<file path="src/sv/sha1_pkg.sv">
// ----------------------------------------------------------------------------
// SHA-1 hasher package
// Shared types, constants and helper functions of the streaming SHA-1 hasher.
// ----------------------------------------------------------------------------
package sha1_pkg;

  localparam int unsigned QueueDepth = 4;

  localparam logic [31:0] K0 = 32'h5a827999;
  localparam logic [31:0] K1 = 32'h6ed9eba1;
  localparam logic [31:0] K2 = 32'h8f1bbcdc;
  localparam logic [31:0] K3 = 32'hca62c1d6;

  localparam logic [31:0] H0Init = 32'h67452301;
  localparam logic [31:0] H1Init = 32'hEFCDAB89;
  localparam logic [31:0] H2Init = 32'h98BADCFE;
  localparam logic [31:0] H3Init = 32'h10325476;
  localparam logic [31:0] H4Init = 32'hc3d2e1f0;

  localparam logic [7:0] PadByte = 8'h80;

  localparam logic [6:0] LastRound = 7'd79;
  localparam logic [6:0] LenStart  = 7'd56;
  localparam logic [6:0] FullLess1 = 7'd63;
  localparam logic [2:0] LastWord  = 3'd4;

  typedef struct packed {
    logic [7:0] msg_byte;
    logic       byte_present;
    logic       end_of_message;
  } item_t;

  typedef enum logic [2:0] {
    ST_IDLE,
    ST_PAD80,
    ST_ZERO,
    ST_LEN,
    ST_ROUND,
    ST_FIN,
    ST_OUT
  } state_e;

  typedef enum logic [1:0] {
    PH_MSG,
    PH_PAD,
    PH_DONE
  } phase_e;

  function automatic logic [31:0] init_word(input logic [2:0] idx);
    logic [31:0] r;
    unique case (idx)
      3'd0:    r = H0Init;
      3'd1:    r = H1Init;
      3'd2:    r = H2Init;
      3'd3:    r = H3Init;
      default: r = H4Init;
    endcase
    return r;
  endfunction

endpackage

</file>
<file path="src/sv/sha1_if.sv">
// ----------------------------------------------------------------------------
// SHA-1 hasher channels
// Valid/ready interfaces for message items and digest words.
// ----------------------------------------------------------------------------
interface sha1_in_if;
  logic       valid;
  logic       ready;
  logic [7:0] msg_byte;
  logic       byte_present;
  logic       end_of_message;

  modport source (output valid, msg_byte, byte_present, end_of_message, input ready);
  modport sink   (input valid, msg_byte, byte_present, end_of_message, output ready);
endinterface

interface sha1_out_if;
  logic        valid;
  logic        ready;
  logic [31:0] digest_word;
  logic [2:0]  word_index;
  logic        last_word;

  modport source (output valid, digest_word, word_index, last_word, input ready);
  modport sink   (input valid, digest_word, word_index, last_word, output ready);
endinterface

</file>
<file path="src/sv/sha1_front.sv">
// ----------------------------------------------------------------------------
// SHA-1 front end
// Accepts message items, drops idle ones and queues the rest for the engine.
// ----------------------------------------------------------------------------
module sha1_front #(
  parameter int unsigned Depth = sha1_pkg::QueueDepth
) (
  input  logic            clk_i,
  input  logic            rst_ni,
  sha1_in_if.sink         in_i,
  output logic            item_valid_o,
  output sha1_pkg::item_t item_o,
  input  logic            item_ready_i
);
  import sha1_pkg::*;

  localparam int unsigned PtrW = (Depth > 1) ? $clog2(Depth) : 1;
  localparam int unsigned CntW = $clog2(Depth + 1);

  item_t           mem_q [Depth];
  logic [PtrW-1:0] wr_q, wr_d, rd_q, rd_d;
  logic [CntW-1:0] cnt_q, cnt_d;
  logic            push, pop;

  assign in_i.ready   = (cnt_q != CntW'(Depth));
  assign push         = in_i.valid && in_i.ready && (in_i.byte_present || in_i.end_of_message);
  assign item_valid_o = (cnt_q != '0);
  assign pop          = item_valid_o && item_ready_i;
  assign item_o       = mem_q[rd_q];

  always_comb begin
    wr_d  = wr_q;
    rd_d  = rd_q;
    cnt_d = cnt_q;
    if (push) begin
      wr_d = (wr_q == PtrW'(Depth - 1)) ? '0 : wr_q + 1'b1;
    end
    if (pop) begin
      rd_d = (rd_q == PtrW'(Depth - 1)) ? '0 : rd_q + 1'b1;
    end
    if (push && !pop) begin
      cnt_d = cnt_q + 1'b1;
    end else if (pop && !push) begin
      cnt_d = cnt_q - 1'b1;
    end
  end

  always_ff @(posedge clk_i or negedge rst_ni) begin
    if (!rst_ni) begin
      wr_q  <= '0;
      rd_q  <= '0;
      cnt_q <= '0;
    end else begin
      wr_q  <= wr_d;
      rd_q  <= rd_d;
      cnt_q <= cnt_d;
    end
  end

  always_ff @(posedge clk_i) begin
    if (push) begin
      mem_q[wr_q] <= '{msg_byte: in_i.msg_byte, byte_present: in_i.byte_present,
                       end_of_message: in_i.end_of_message};
    end
  end

endmodule

</file>
<file path="src/sv/sha1_back.sv">
// ----------------------------------------------------------------------------
// SHA-1 engine
// Packs bytes, pads, runs the 80-round compression and emits the digest.
// ----------------------------------------------------------------------------
module sha1_back (
  input  logic            clk_i,
  input  logic            rst_ni,
  input  logic            item_valid_i,
  input  sha1_pkg::item_t item_i,
  output logic            item_ready_o,
  sha1_out_if.source      out_o
);
  import sha1_pkg::*;

  state_e       state_q, state_d;
  phase_e       phase_q, phase_d;
  logic [511:0] buf_q, buf_d;
  logic [6:0]   cnt_q, cnt_d;
  logic [6:0]   rnd_q, rnd_d;
  logic [63:0]  bits_q, bits_d;
  logic         eom_q, eom_d;
  logic [2:0]   idx_q, idx_d;
  logic [31:0]  h_q [5];
  logic [31:0]  h_d [5];
  logic [31:0]  v_q [5];
  logic [31:0]  v_d [5];

  logic [31:0] w0, w2, w8, w13, sx, f, k, tmp;

  assign w0  = buf_q[511:480];
  assign w2  = buf_q[447:416];
  assign w8  = buf_q[255:224];
  assign w13 = buf_q[95:64];
  assign sx  = w13 ^ w8 ^ w2 ^ w0;

  always_comb begin
    if (rnd_q < 7'd20) begin
      f = (v_q[1] & v_q[2]) ^ (~v_q[1] & v_q[3]);
      k = K0;
    end else if (rnd_q < 7'd40) begin
      f = v_q[1] ^ v_q[2] ^ v_q[3];
      k = K1;
    end else if (rnd_q < 7'd60) begin
      f = (v_q[1] & v_q[2]) ^ (v_q[1] & v_q[3]) ^ (v_q[2] & v_q[3]);
      k = K2;
    end else begin
      f = v_q[1] ^ v_q[2] ^ v_q[3];
      k = K3;
    end
    tmp = {v_q[0][26:0], v_q[0][31:27]} + f + v_q[4] + k + w0;
  end

  assign item_ready_o      = (state_q == ST_IDLE);
  assign out_o.valid       = (state_q == ST_OUT);
  assign out_o.digest_word = h_q[idx_q];
  assign out_o.word_index  = idx_q;
  assign out_o.last_word   = (idx_q == LastWord);

  always_comb begin
    state_d = state_q;
    phase_d = phase_q;
    buf_d   = buf_q;
    cnt_d   = cnt_q;
    rnd_d   = rnd_q;
    bits_d  = bits_q;
    eom_d   = eom_q;
    idx_d   = idx_q;
    h_d     = h_q;
    v_d     = v_q;
    unique case (state_q)
      ST_IDLE: begin
        if (item_valid_i) begin
          eom_d   = item_i.end_of_message;
          phase_d = PH_MSG;
          if (item_i.byte_present) begin
            buf_d  = {buf_q[503:0], item_i.msg_byte};
            cnt_d  = cnt_q + 1'b1;
            bits_d = bits_q + 64'd8;
          end
          if (item_i.byte_present && cnt_q == FullLess1) begin
            state_d = ST_ROUND;
            v_d     = h_q;
            rnd_d   = '0;
          end else if (item_i.end_of_message) begin
            state_d = ST_PAD80;
          end
        end
      end
      ST_PAD80: begin
        buf_d   = {buf_q[503:0], PadByte};
        cnt_d   = cnt_q + 1'b1;
        phase_d = PH_PAD;
        if (cnt_q == FullLess1) begin
          state_d = ST_ROUND;
          v_d     = h_q;
          rnd_d   = '0;
        end else begin
          state_d = ST_ZERO;
        end
      end
      ST_ZERO: begin
        if (cnt_q == LenStart) begin
          state_d = ST_LEN;
        end else begin
          buf_d = {buf_q[503:0], 8'h00};
          cnt_d = cnt_q + 1'b1;
          if (cnt_q == FullLess1) begin
            state_d = ST_ROUND;
            v_d     = h_q;
            rnd_d   = '0;
          end
        end
      end
      ST_LEN: begin
        buf_d  = {buf_q[503:0], bits_q[63:56]};
        bits_d = {bits_q[55:0], 8'h00};
        cnt_d  = cnt_q + 1'b1;
        if (cnt_q == FullLess1) begin
          phase_d = PH_DONE;
          state_d = ST_ROUND;
          v_d     = h_q;
          rnd_d   = '0;
        end
      end
      ST_ROUND: begin
        buf_d  = {buf_q[479:0], sx[30:0], sx[31]};
        v_d[4] = v_q[3];
        v_d[3] = v_q[2];
        v_d[2] = {v_q[1][1:0], v_q[1][31:2]};
        v_d[1] = v_q[0];
        v_d[0] = tmp;
        rnd_d  = rnd_q + 1'b1;
        if (rnd_q == LastRound) begin
          state_d = ST_FIN;
        end
      end
      ST_FIN: begin
        for (int i = 0; i < 5; i++) begin
          h_d[i] = h_q[i] + v_q[i];
        end
        cnt_d = '0;
        unique case (phase_q)
          PH_MSG:  state_d = eom_q ? ST_PAD80 : ST_IDLE;
          PH_PAD:  state_d = ST_ZERO;
          default: begin
            state_d = ST_OUT;
            idx_d   = '0;
          end
        endcase
      end
      ST_OUT: begin
        if (out_o.ready) begin
          idx_d = idx_q + 1'b1;
          if (idx_q == LastWord) begin
            state_d = ST_IDLE;
            bits_d  = '0;
            for (int i = 0; i < 5; i++) begin
              h_d[i] = init_word(3'(i));
            end
          end
        end
      end
      default: state_d = ST_IDLE;
    endcase
  end

  always_ff @(posedge clk_i or negedge rst_ni) begin
    if (!rst_ni) begin
      state_q <= ST_IDLE;
      phase_q <= PH_MSG;
      cnt_q   <= '0;
      rnd_q   <= '0;
      bits_q  <= '0;
      eom_q   <= 1'b0;
      idx_q   <= '0;
      for (int i = 0; i < 5; i++) begin
        h_q[i] <= init_word(3'(i));
      end
    end else begin
      state_q <= state_d;
      phase_q <= phase_d;
      cnt_q   <= cnt_d;
      rnd_q   <= rnd_d;
      bits_q  <= bits_d;
      eom_q   <= eom_d;
      idx_q   <= idx_d;
      h_q     <= h_d;
    end
  end

  always_ff @(posedge clk_i) begin
    buf_q <= buf_d;
    v_q   <= v_d;
  end

endmodule

</file>
<file path="src/sv/sha1_stream_hasher_core.sv">
// ----------------------------------------------------------------------------
// Streaming SHA-1 hasher
// Hashes a byte stream and emits the 160-bit digest as five 32-bit words.
// ----------------------------------------------------------------------------
// Channel  Dir  Payload
// in_i     in   msg_byte[7:0], byte_present, end_of_message
// out_o    out  digest_word[31:0], word_index[2:0], last_word
//
// A byte is packed per accepted item; every 64th byte starts the rounds and
// the chaining update, all in the single round unit of the engine, which takes
// no new item until they finish. Closing a message adds padding one byte at a
// time, one or two compressions and the output of the five digest words.
// The input queue keeps taking transactions while the engine works or the
// digest output stalls, until its entries are full. Reset restores the
// initial hash values.
module sha1_stream_hasher_core #(
  parameter int unsigned QueueDepth = sha1_pkg::QueueDepth
) (
  input  logic       clk_i,
  input  logic       rst_ni,
  sha1_in_if.sink    in_i,
  sha1_out_if.source out_o
);
  import sha1_pkg::*;

  logic  item_valid, item_ready;
  item_t item;

  sha1_front #(.Depth(QueueDepth)) u_front (
    .clk_i       (clk_i),
    .rst_ni      (rst_ni),
    .in_i        (in_i),
    .item_valid_o(item_valid),
    .item_o      (item),
    .item_ready_i(item_ready)
  );

  sha1_back u_back (
    .clk_i       (clk_i),
    .rst_ni      (rst_ni),
    .item_valid_i(item_valid),
    .item_i      (item),
    .item_ready_o(item_ready),
    .out_o       (out_o)
  );

endmodule
</file>
<file path="src/flat_wrapper.sv">
// flat-port wrapper written by rule: the top's interface ports become plain ports
module sha1_stream_hasher_core_flat import sha1_pkg::*;
#(
  parameter int unsigned QueueDepth = sha1_pkg::QueueDepth
)
  (clk_i, rst_ni, in_i_valid, in_i_msg_byte, in_i_byte_present, in_i_end_of_message, in_i_ready, out_o_valid, out_o_digest_word, out_o_word_index, out_o_last_word, out_o_ready);
  sha1_in_if in_i_i ();
  sha1_out_if out_o_i ();
  input  logic clk_i;
  input  logic rst_ni;
  input wire logic [$bits(in_i_i.valid)-1:0] in_i_valid;
  input wire logic [$bits(in_i_i.msg_byte)-1:0] in_i_msg_byte;
  input wire logic [$bits(in_i_i.byte_present)-1:0] in_i_byte_present;
  input wire logic [$bits(in_i_i.end_of_message)-1:0] in_i_end_of_message;
  output wire logic [$bits(in_i_i.ready)-1:0] in_i_ready;
  output wire logic [$bits(out_o_i.valid)-1:0] out_o_valid;
  output wire logic [$bits(out_o_i.digest_word)-1:0] out_o_digest_word;
  output wire logic [$bits(out_o_i.word_index)-1:0] out_o_word_index;
  output wire logic [$bits(out_o_i.last_word)-1:0] out_o_last_word;
  input wire logic [$bits(out_o_i.ready)-1:0] out_o_ready;
  assign in_i_i.valid = in_i_valid;
  assign in_i_i.msg_byte = in_i_msg_byte;
  assign in_i_i.byte_present = in_i_byte_present;
  assign in_i_i.end_of_message = in_i_end_of_message;
  assign in_i_ready = in_i_i.ready;
  assign out_o_valid = out_o_i.valid;
  assign out_o_digest_word = out_o_i.digest_word;
  assign out_o_word_index = out_o_i.word_index;
  assign out_o_last_word = out_o_i.last_word;
  assign out_o_i.ready = out_o_ready;
  sha1_stream_hasher_core #(.QueueDepth(QueueDepth)) u_core (.clk_i(clk_i), .rst_ni(rst_ni), .in_i(in_i_i), .out_o(out_o_i));
endmodule
</file>
<file path="config.mk">
export PLATFORM = sky130hd
export DESIGN_NAME = sha1_stream_hasher_core_flat
export DESIGN_NICKNAME = d
export VERILOG_FILES = /design/src/sv/sha1_pkg.sv /design/src/sv/sha1_if.sv /design/src/sv/sha1_front.sv /design/src/sv/sha1_back.sv /design/src/sv/sha1_stream_hasher_core.sv /design/src/flat_wrapper.sv
export SDC_FILE = /design/constraint.sdc
export NUM_CORES = 2
export LEC_CHECK = 0
export ABC_AREA = 1
export BUFFER_PORTS_ARGS = -buffer_cell sky130_fd_sc_hd__buf_4
export CAP_MARGIN = 20
export CORE_MARGIN = 4
export CORE_UTILIZATION = 60
export DETAILED_ROUTE_END_ITERATION = 7
export GPL_ROUTABILITY_DRIVEN = 1
export PLACE_DENSITY_LB_ADDON = 0.12
export SKIP_LAST_GASP = 1
export SYNTH_ARGS = -nofsm -noshare
export SYNTH_HDL_FRONTEND = slang
export SYNTH_SLANG_ARGS = --single-unit
export TNS_END_PERCENT = 10
</file>
<file path="constraint.sdc">
create_clock -name clk_i -period 42.3 [get_ports clk_i]
set_clock_uncertainty 0.05 [all_clocks]
set_input_delay 2.115 -clock clk_i [delete_from_list [all_inputs] [get_ports clk_i]]
set_output_delay 2.115 -clock clk_i [all_outputs]
set_load 0.02 [all_outputs]
</file>
==> Word-level counts from Yosys, hierarchy flattened <==
Memories as Yosys holds them, arrays and structs flattened.
Cells that the tools add are included.
{ "classes": {"add_sub_neg": 17, "n_lt_le_gt_ge": 4, "eq_ne": 24, "muxes": 59, "bitwise_logic": 14, "n_reduce_logical": 30} }
{ "ops": {"columns": ["operator", "n"], "rows": [
  ["512-bit case mux with 5 select lines", 1],
  ["512-bit 2-to-1 mux", 3],
  ["160-bit 2-to-1 mux", 6],
  ["160-bit case mux with 4 select lines", 1],
  ["160-bit case mux with 2 select lines", 1],
  ["32-bit adder", 9],
  ["64-bit 2-to-1 mux", 4],
  ["32-bit bitwise XOR", 8],
  ["32-bit 2-to-1 mux", 7],
  ["64-bit case mux with 3 select lines", 1],
  ["32-bit bitwise AND", 4],
  ["32-bit binary-select mux with 3-bit select", 1],
  ["64-bit by 4-bit adder with 64-bit output (second input constant)", 1],
  ["7-bit case mux with 4 select lines", 2],
  ["7-bit 2-to-1 mux", 7],
  ["3-bit 2-to-1 mux", 13],
  ["32-bit NOT", 1],
  ["31-bit 2-to-1 mux", 1],
  ["3-bit case mux with 7 select lines", 1],
  ["7-bit by 1-bit adder with 7-bit output (second input constant)", 2],
  ["7-bit by 6-bit equality test with 1-bit output (second input constant)", 2],
  ["7-bit by 6-bit < comparator with 1-bit output (second input constant)", 2],
  ["2-bit inequality test (second input constant)", 7],
  ["3-bit equality test (second input constant)", 4],
  ["other kinds (31)", 59]
]} }
{ "totals": {"reg_bits": 926, "ram_bits": 40, "inputBits": 14, "output_inout_bits": 38, "n_memories": 1} }
{ "memory_table": {"columns": ["memory", "depth", "word_bits", "rd", "rd_clocked_by_memory_dff", "wr", "line_no", "source"], "rows": [
  ["u_core.u_front.mem_q", 4, 10, 1, 0, 1, "sha1_front.sv:20", "item_t mem_q [Depth];"]
]} }

==> Longest topological paths before layout <==
{ "depth": {"ltp_word": 11, "mapped_depth": 28, "ltp_nobuf": 26} }

==> Cells and area by module <==
Synthesis repeated with hierarchy kept, for this count alone.
{ "unflattened": {"hier_cells": 7849, "hier_area_um2": 61481.5} }
{ "by_module_without_submodules": {"columns": ["mod", "n_inst", "cells_per_inst", "area_per_inst_um2"], "rows": [
  ["sha1_back", 1, 7671, 59412.0],
  ["sha1_front", 1, 178, 2069.5]
]} }

==> Least setup slack after synthesis <==
Ideal clock, no wire load.
{ "synth_timing": {"kind": "register -> register", "from": "register u_core.u_front.rd_q[0]", "to": "register u_core.u_back.buf_q[0], enable pin", "setup_time_ns": 1.402, "arrival_ns": 22.150, "slack_ns": 18.697, "stages_incl_launch_ff": 8, "n_path_buf": 1, "cell_sequence": "dfrtp_1 buf_4 nor2_1 nor2_1 nand2_1 nand3_4 nand2_1 nor2_1"} }
{ "synth_via": {"elab_chain_cells": 3} }
{ "synth_rtl": {"columns": ["element", "line_no", "source"], "rows": [
  ["start: declaration", "sha1_front.sv:21", "logic [PtrW-1:0] wr_q, wr_d, rd_q, rd_d;"],
  ["start signal: assignment", "sha1_front.sv:55", "rd_q <= rd_d;"],
  ["memory 4 x 10 bit", null, null],
  ["2-bit inequality test (no source line)", null, null],
  ["4-bit AND reduction (no source line)", null, null],
  ["end signal: assignment", "sha1_back.sv:192", "buf_q <= buf_d;"],
  ["end: declaration", "sha1_back.sv:17", "logic [511:0] buf_q, buf_d;"]
]} }
No other way between the ends.
A chain may end at the register's enable or synchronous reset.

==> Worst setup path after layout <==
{ "layout_timing": {"from": "register u_core.u_back.idx_q[0] (netlist: u_core.u_back.out_o.word_index[0])", "to": "output port out_o_digest_word[2]"} }
{ "layout_via": {"elab_chain_cells": 4} }
{ "layout_rtl": {"columns": ["element", "line_no", "source"], "rows": [
  ["start: declaration", "sha1_back.sv:22", "logic [2:0] idx_q, idx_d;"],
  ["start signal: assignment", "sha1_back.sv:186", "idx_q <= idx_d;"],
  ["3-bit NOT with 4-bit output (not written as such)", "sha1_back.sv:55", "assign out_o.digest_word = h_q[idx_q];"],
  ["32-bit binary-select mux with 3-bit select", "sha1_back.sv:55", null],
  ["32-bit 2-to-1 mux (not written as such) (2 in a row)", "sha1_back.sv:55", null],
  ["end: declaration", "flat_wrapper.sv:17", "output wire logic [$bits(out_o_i.digest_word)-1:0] out_o_digest_word;"]
]} }
No other way between the ends. The select of a mux whose other input is x is not followed.

==> key figures <==
Die
  – Number of core rows: 116
  – Overall die area: 105800 um2
  – Starting utilization of the core area: 0.6039
  – Die Span Y: 325.3 um
  – Horizontal die dimension: 325.3 um
  – Number of top-level pins: 52
  – Placeable core region: 100000 um2

CTS
  – Clock root cell: sky130_fd_sc_hd__clkbuf_16
  – Clock latency reported for the late side of the worst-skew pair: 0.73 ns
  – Hold Buf Count CTS: 0
  – Number of sinks handled by clock tree synthesis: 963
  – Gates resized, CTS repair: 0
  – Post CTS Setup Buffer Count: 0
  – CTS tree: built
  – Inserted Clock Buffers: 104
  – H-tree Lvls: 3
  – Clock slew at reported path FFs: 0.06 ns
  – Maximum clock path buffer count: 3

Synthesis
  – Post-synthesis instance total: 7401
  – Unique cell type count in the Yosys netlist: 69
  – Synth Register Bits: 963
  – Synth top area share: 0.3540
  – Average size of a mapped cell: 8.160 um2
  – Count leader, synth: sky130_fd_sc_hd__nand2_1
  – Flip-flop cell with the highest count after synthesis: sky130_fd_sc_hd__edfxtp_1
  – Async set-or-reset flop fraction in the synthesized netlist: 0.2606
  – Largest cells by area after synthesis: sky130_fd_sc_hd__edfxtp_1 (35%), sky130_fd_sc_hd__nand2_1 (13%), sky130_fd_sc_hd__o21ai_0 (7.4%)
  – Leading cell types by count after synthesis: sky130_fd_sc_hd__nand2_1 (2069), sky130_fd_sc_hd__inv_1 (1076), sky130_fd_sc_hd__o21ai_0 (894), sky130_fd_sc_hd__edfxtp_1 (712), sky130_fd_sc_hd__nor2_1 (475)
  – Nets in the synthesized netlist: 7744
  – Library cell with the largest summed area after synthesis: sky130_fd_sc_hd__edfxtp_1
  – Area of the mapped netlist: 60400 um2
  – Share of the yosys chip area belonging to registers: 0.4597
  – Number of flops mapped to enable cells by yosys: 712
  – Warnings, synthesis: 0

Power and ir drop
  – Clk pwr share: 0.154
  – Proportion of power drawn by flip-flops and latches: 0.314
  – IR Drop Worst-Case VDD: 0.06613 mV
  – Switching portion of total power: 0.4875
  – Net switching power: 3.090 mW
  – Combinational fraction of design power: 0.532
  – Internal power: 3.248 mW
  – Leakage power: 29.36 nW
  – Power density normalized to cell area: 97.09 nW/um2

Global routing
  – Total gr overflow: 0
  – Antenna violations before repair: 7
  – Global-route wire length before repair: 303.2 mm
  – Total global-route track usage: 0.3770
  – Pin count of the biggest net entering global routing: 188
  – Vias in the first global route: 49830

Worst setup path
  – Critical path launch point type: flip-flop
  – Critical path fanouts, max: 70
  – Critical Path Start: u_core.u_back.out_o.word_index[0]$_DFFE_PN0P_
  – Endpoint type of the worst setup path: output port
  – Data required time at the worst endpoint: 40.13 ns
  – Start of the worst register-to-register path: u_core.u_back.rnd_q[5]$_DFFE_PN0P_
  – Data arrival time of the critical path: 3.97 ns
  – Kind of critical path: flip-flop to output port

STA
  – Relative slew slack: 0.1900
  – Final hold violation count: 0
  – Setup repair after global routing missed its margin: no
  – Final number of max-transition violations: 0
  – Max frequency: 0.1629 GHz
  – Part of the cycle the worst path needs: 0.1451
  – Least-Margin Pin Slew: 1.202 ns
  – Final setup TNS: 0 ns
  – Setup slack after layout: 36.16 ns
  – Minimum clock period: 6.139 ns
  – Final-report setup violation count: 0

Route
  – Count of TritonRoute iterations in the first routing pass: 8
  – Ratio of routed vias to standard cells: 6.014
  – DRT Wirelength: 202.8 mm
  – Average wire per standard cell: 23.21 um
  – First DRT Iteration DRCs: 6049
  – Drc violations: 1
  – Vias: 52550
  – Post-DRT Antenna Nets: 0

Placement
  – Global placer's final weighted congestion: 1.074
  – Detail Placement HPWL: 151.4 mm
  – Port-buffer cells: 51
  – Worst slack at placement: 36.43 ns

Status
  – Outcome: finished, violations left
  – Failing checks: DRC

Layout
  – Layout cell share with drive strength beyond 1: 0.05647
  – Layout Nets: 7691
  – Number of filler cells placed in the layout: 8461
  – Area grow syn2layout: 8.090%

Run
  – Max-Cap Viols: 0

Worst hold path
  – Start point of the worst min-delay path: u_core.u_back.phase_q[0]$_DFFE_PN0P_
  – Worst min path class: flip-flop to flip-flop
## routing by layer
metal	up-vias	routed length, um	global-route usage	share of wire
met5	-	39	0	0.00019
met2	2782	89180	0.5797	0.44
li1	24210	-	-	-
met1	24960	79490	0.4999	0.39
met4	6	14130	0.2114	0.070
met3	587	19960	0.08147	0.098
## layout make-up
class	count	area (um2)	share of cell area
Antenna cell	2	5.005	0.00007667
Inverter	1099	4136	0.06336
Clock buffer	134	2829	0.04333
Tap cell	1298	1624	0.02488
Sequential cell	963	27760	0.4253
Multi-Input combinational cell	5088	27370	0.4193
Clock inverter	62	815.8	0.01250
Timing Repair Buffer	92	735.7	0.01127
## through the flow
| step | cells | hold WS, ns | utilization | power, mW | area (um2) |
|---|---|---|---|---|---|
| after global placement | 8539 | 0.4089 | 0.6162 | 5.202 | 61620 |
| after global routing | 8736 | 0.4655 | 0.6528 | 6.767 | 65280 |
| after floorplan | 7401 | 0.3919 | - | 4.291 | 60400 |
| after detailed placement | 8540 | 0.4133 | 0.6163 | 5.245 | 61630 |
| final | 8738 | 0.4221 | 0.6528 | 6.338 | 65280 |
| after CTS | 8736 | 0.4271 | 0.6528 | 6.246 | 65280 |
## cells by family after synthesis
logic type	count (synthesis)	share of synthesized area
compound gates	1513	0.1363
buf+inv	1350	0.08738
fa+ha+maj	329	0.08382
flops	963	0.4597
simple gates	3050	0.2044
xor+xnor	194	0.02813
mux	2	0.0003522
## placed cells by master, fill, tap and decap left out, types with 16 or more instances in the layout
cell / instances
sky130_fd_sc_hd__o21ai_1: 33
sky130_fd_sc_hd__fa_1: 126
sky130_fd_sc_hd__a21oi_1: 325
sky130_fd_sc_hd__clkbuf_16: 107
sky130_fd_sc_hd__nand4_1: 64
sky130_fd_sc_hd__o21bai_1: 26
sky130_fd_sc_hd__o21ai_0: 894
sky130_fd_sc_hd__o22ai_1: 105
sky130_fd_sc_hd__inv_1: 1076
sky130_fd_sc_hd__xor2_1: 137
sky130_fd_sc_hd__nand3_1: 295
sky130_fd_sc_hd__buf_4: 88
sky130_fd_sc_hd__ha_1: 203
sky130_fd_sc_hd__nor3_1: 71
sky130_fd_sc_hd__edfxtp_1: 712
sky130_fd_sc_hd__nand3b_1: 16
sky130_fd_sc_hd__xnor2_1: 57
sky130_fd_sc_hd__inv_2: 16
sky130_fd_sc_hd__dfstp_2: 80
sky130_fd_sc_hd__nor2_1: 472
sky130_fd_sc_hd__clkinv_1: 18
sky130_fd_sc_hd__dfrtp_1: 169
sky130_fd_sc_hd__clkbuf_1: 22
sky130_fd_sc_hd__clkinv_2: 16
sky130_fd_sc_hd__nand2_1: 2068
sky130_fd_sc_hd__o211ai_1: 23
## sequential cells by signal, indices dropped and copies added, names as in the netlist, 7 cells and up
register              flops
u_core.u_back.bits_q     61
u_core.u_back.buf_q     512
u_core.u_back.cnt_q       7
u_core.u_back.h_q       160
u_core.u_back.rnd_q       7
u_core.u_back.v_q       160
u_core.u_front.mem_q     40
## worst paths after layout
check                                                        to  slack, ns  cells after the start
max                                        out_o_digest_word[2]      36.16                      9
min                        u_core.u_back.phase_q[0]$_DFFE_PN0P_       0.42                      2
max reg2reg                    u_core.u_back.v_q[149]$_DFFE_PP_      36.23                     22
min reg2reg                u_core.u_back.phase_q[0]$_DFFE_PN0P_       0.42                      2
max in group asynchronous    u_core.u_back.rnd_q[2]$_DFFE_PN0P_      39.41                      2
min in group asynchronous     u_core.u_back.h_q[90]$_DFFE_PN0P_       1.33                      1
## critical path: stages (launching register included)
cell and delay [ns]:
sky130_fd_sc_hd__dfrtp_2 0.55, sky130_fd_sc_hd__buf_4 0.63, sky130_fd_sc_hd__clkinv_1 0.19, sky130_fd_sc_hd__buf_4 0.39, sky130_fd_sc_hd__a21oi_1 0.38, sky130_fd_sc_hd__o21ai_0 0.22
sky130_fd_sc_hd__nand2_1 0.14, sky130_fd_sc_hd__inv_1 0.09, sky130_fd_sc_hd__o22ai_1 0.37, sky130_fd_sc_hd__buf_4 0.23
## power groups by stage
| stage | Clock [mW] | Sequential (mW) | Combinational, mW |
|---|---|---|---|
| after floorplan | 0 | 2.00 | 2.29 |
| after global placement | 0 | 1.98 | 3.23 |
| after detailed placement | 0 | 1.99 | 3.26 |
| after CTS | 0.980 | 1.98 | 3.29 |
| after global routing | 1.02 | 2.02 | 3.73 |
| final | 0.973 | 1.99 | 3.37 |
(Power assumes the default switching activity.)
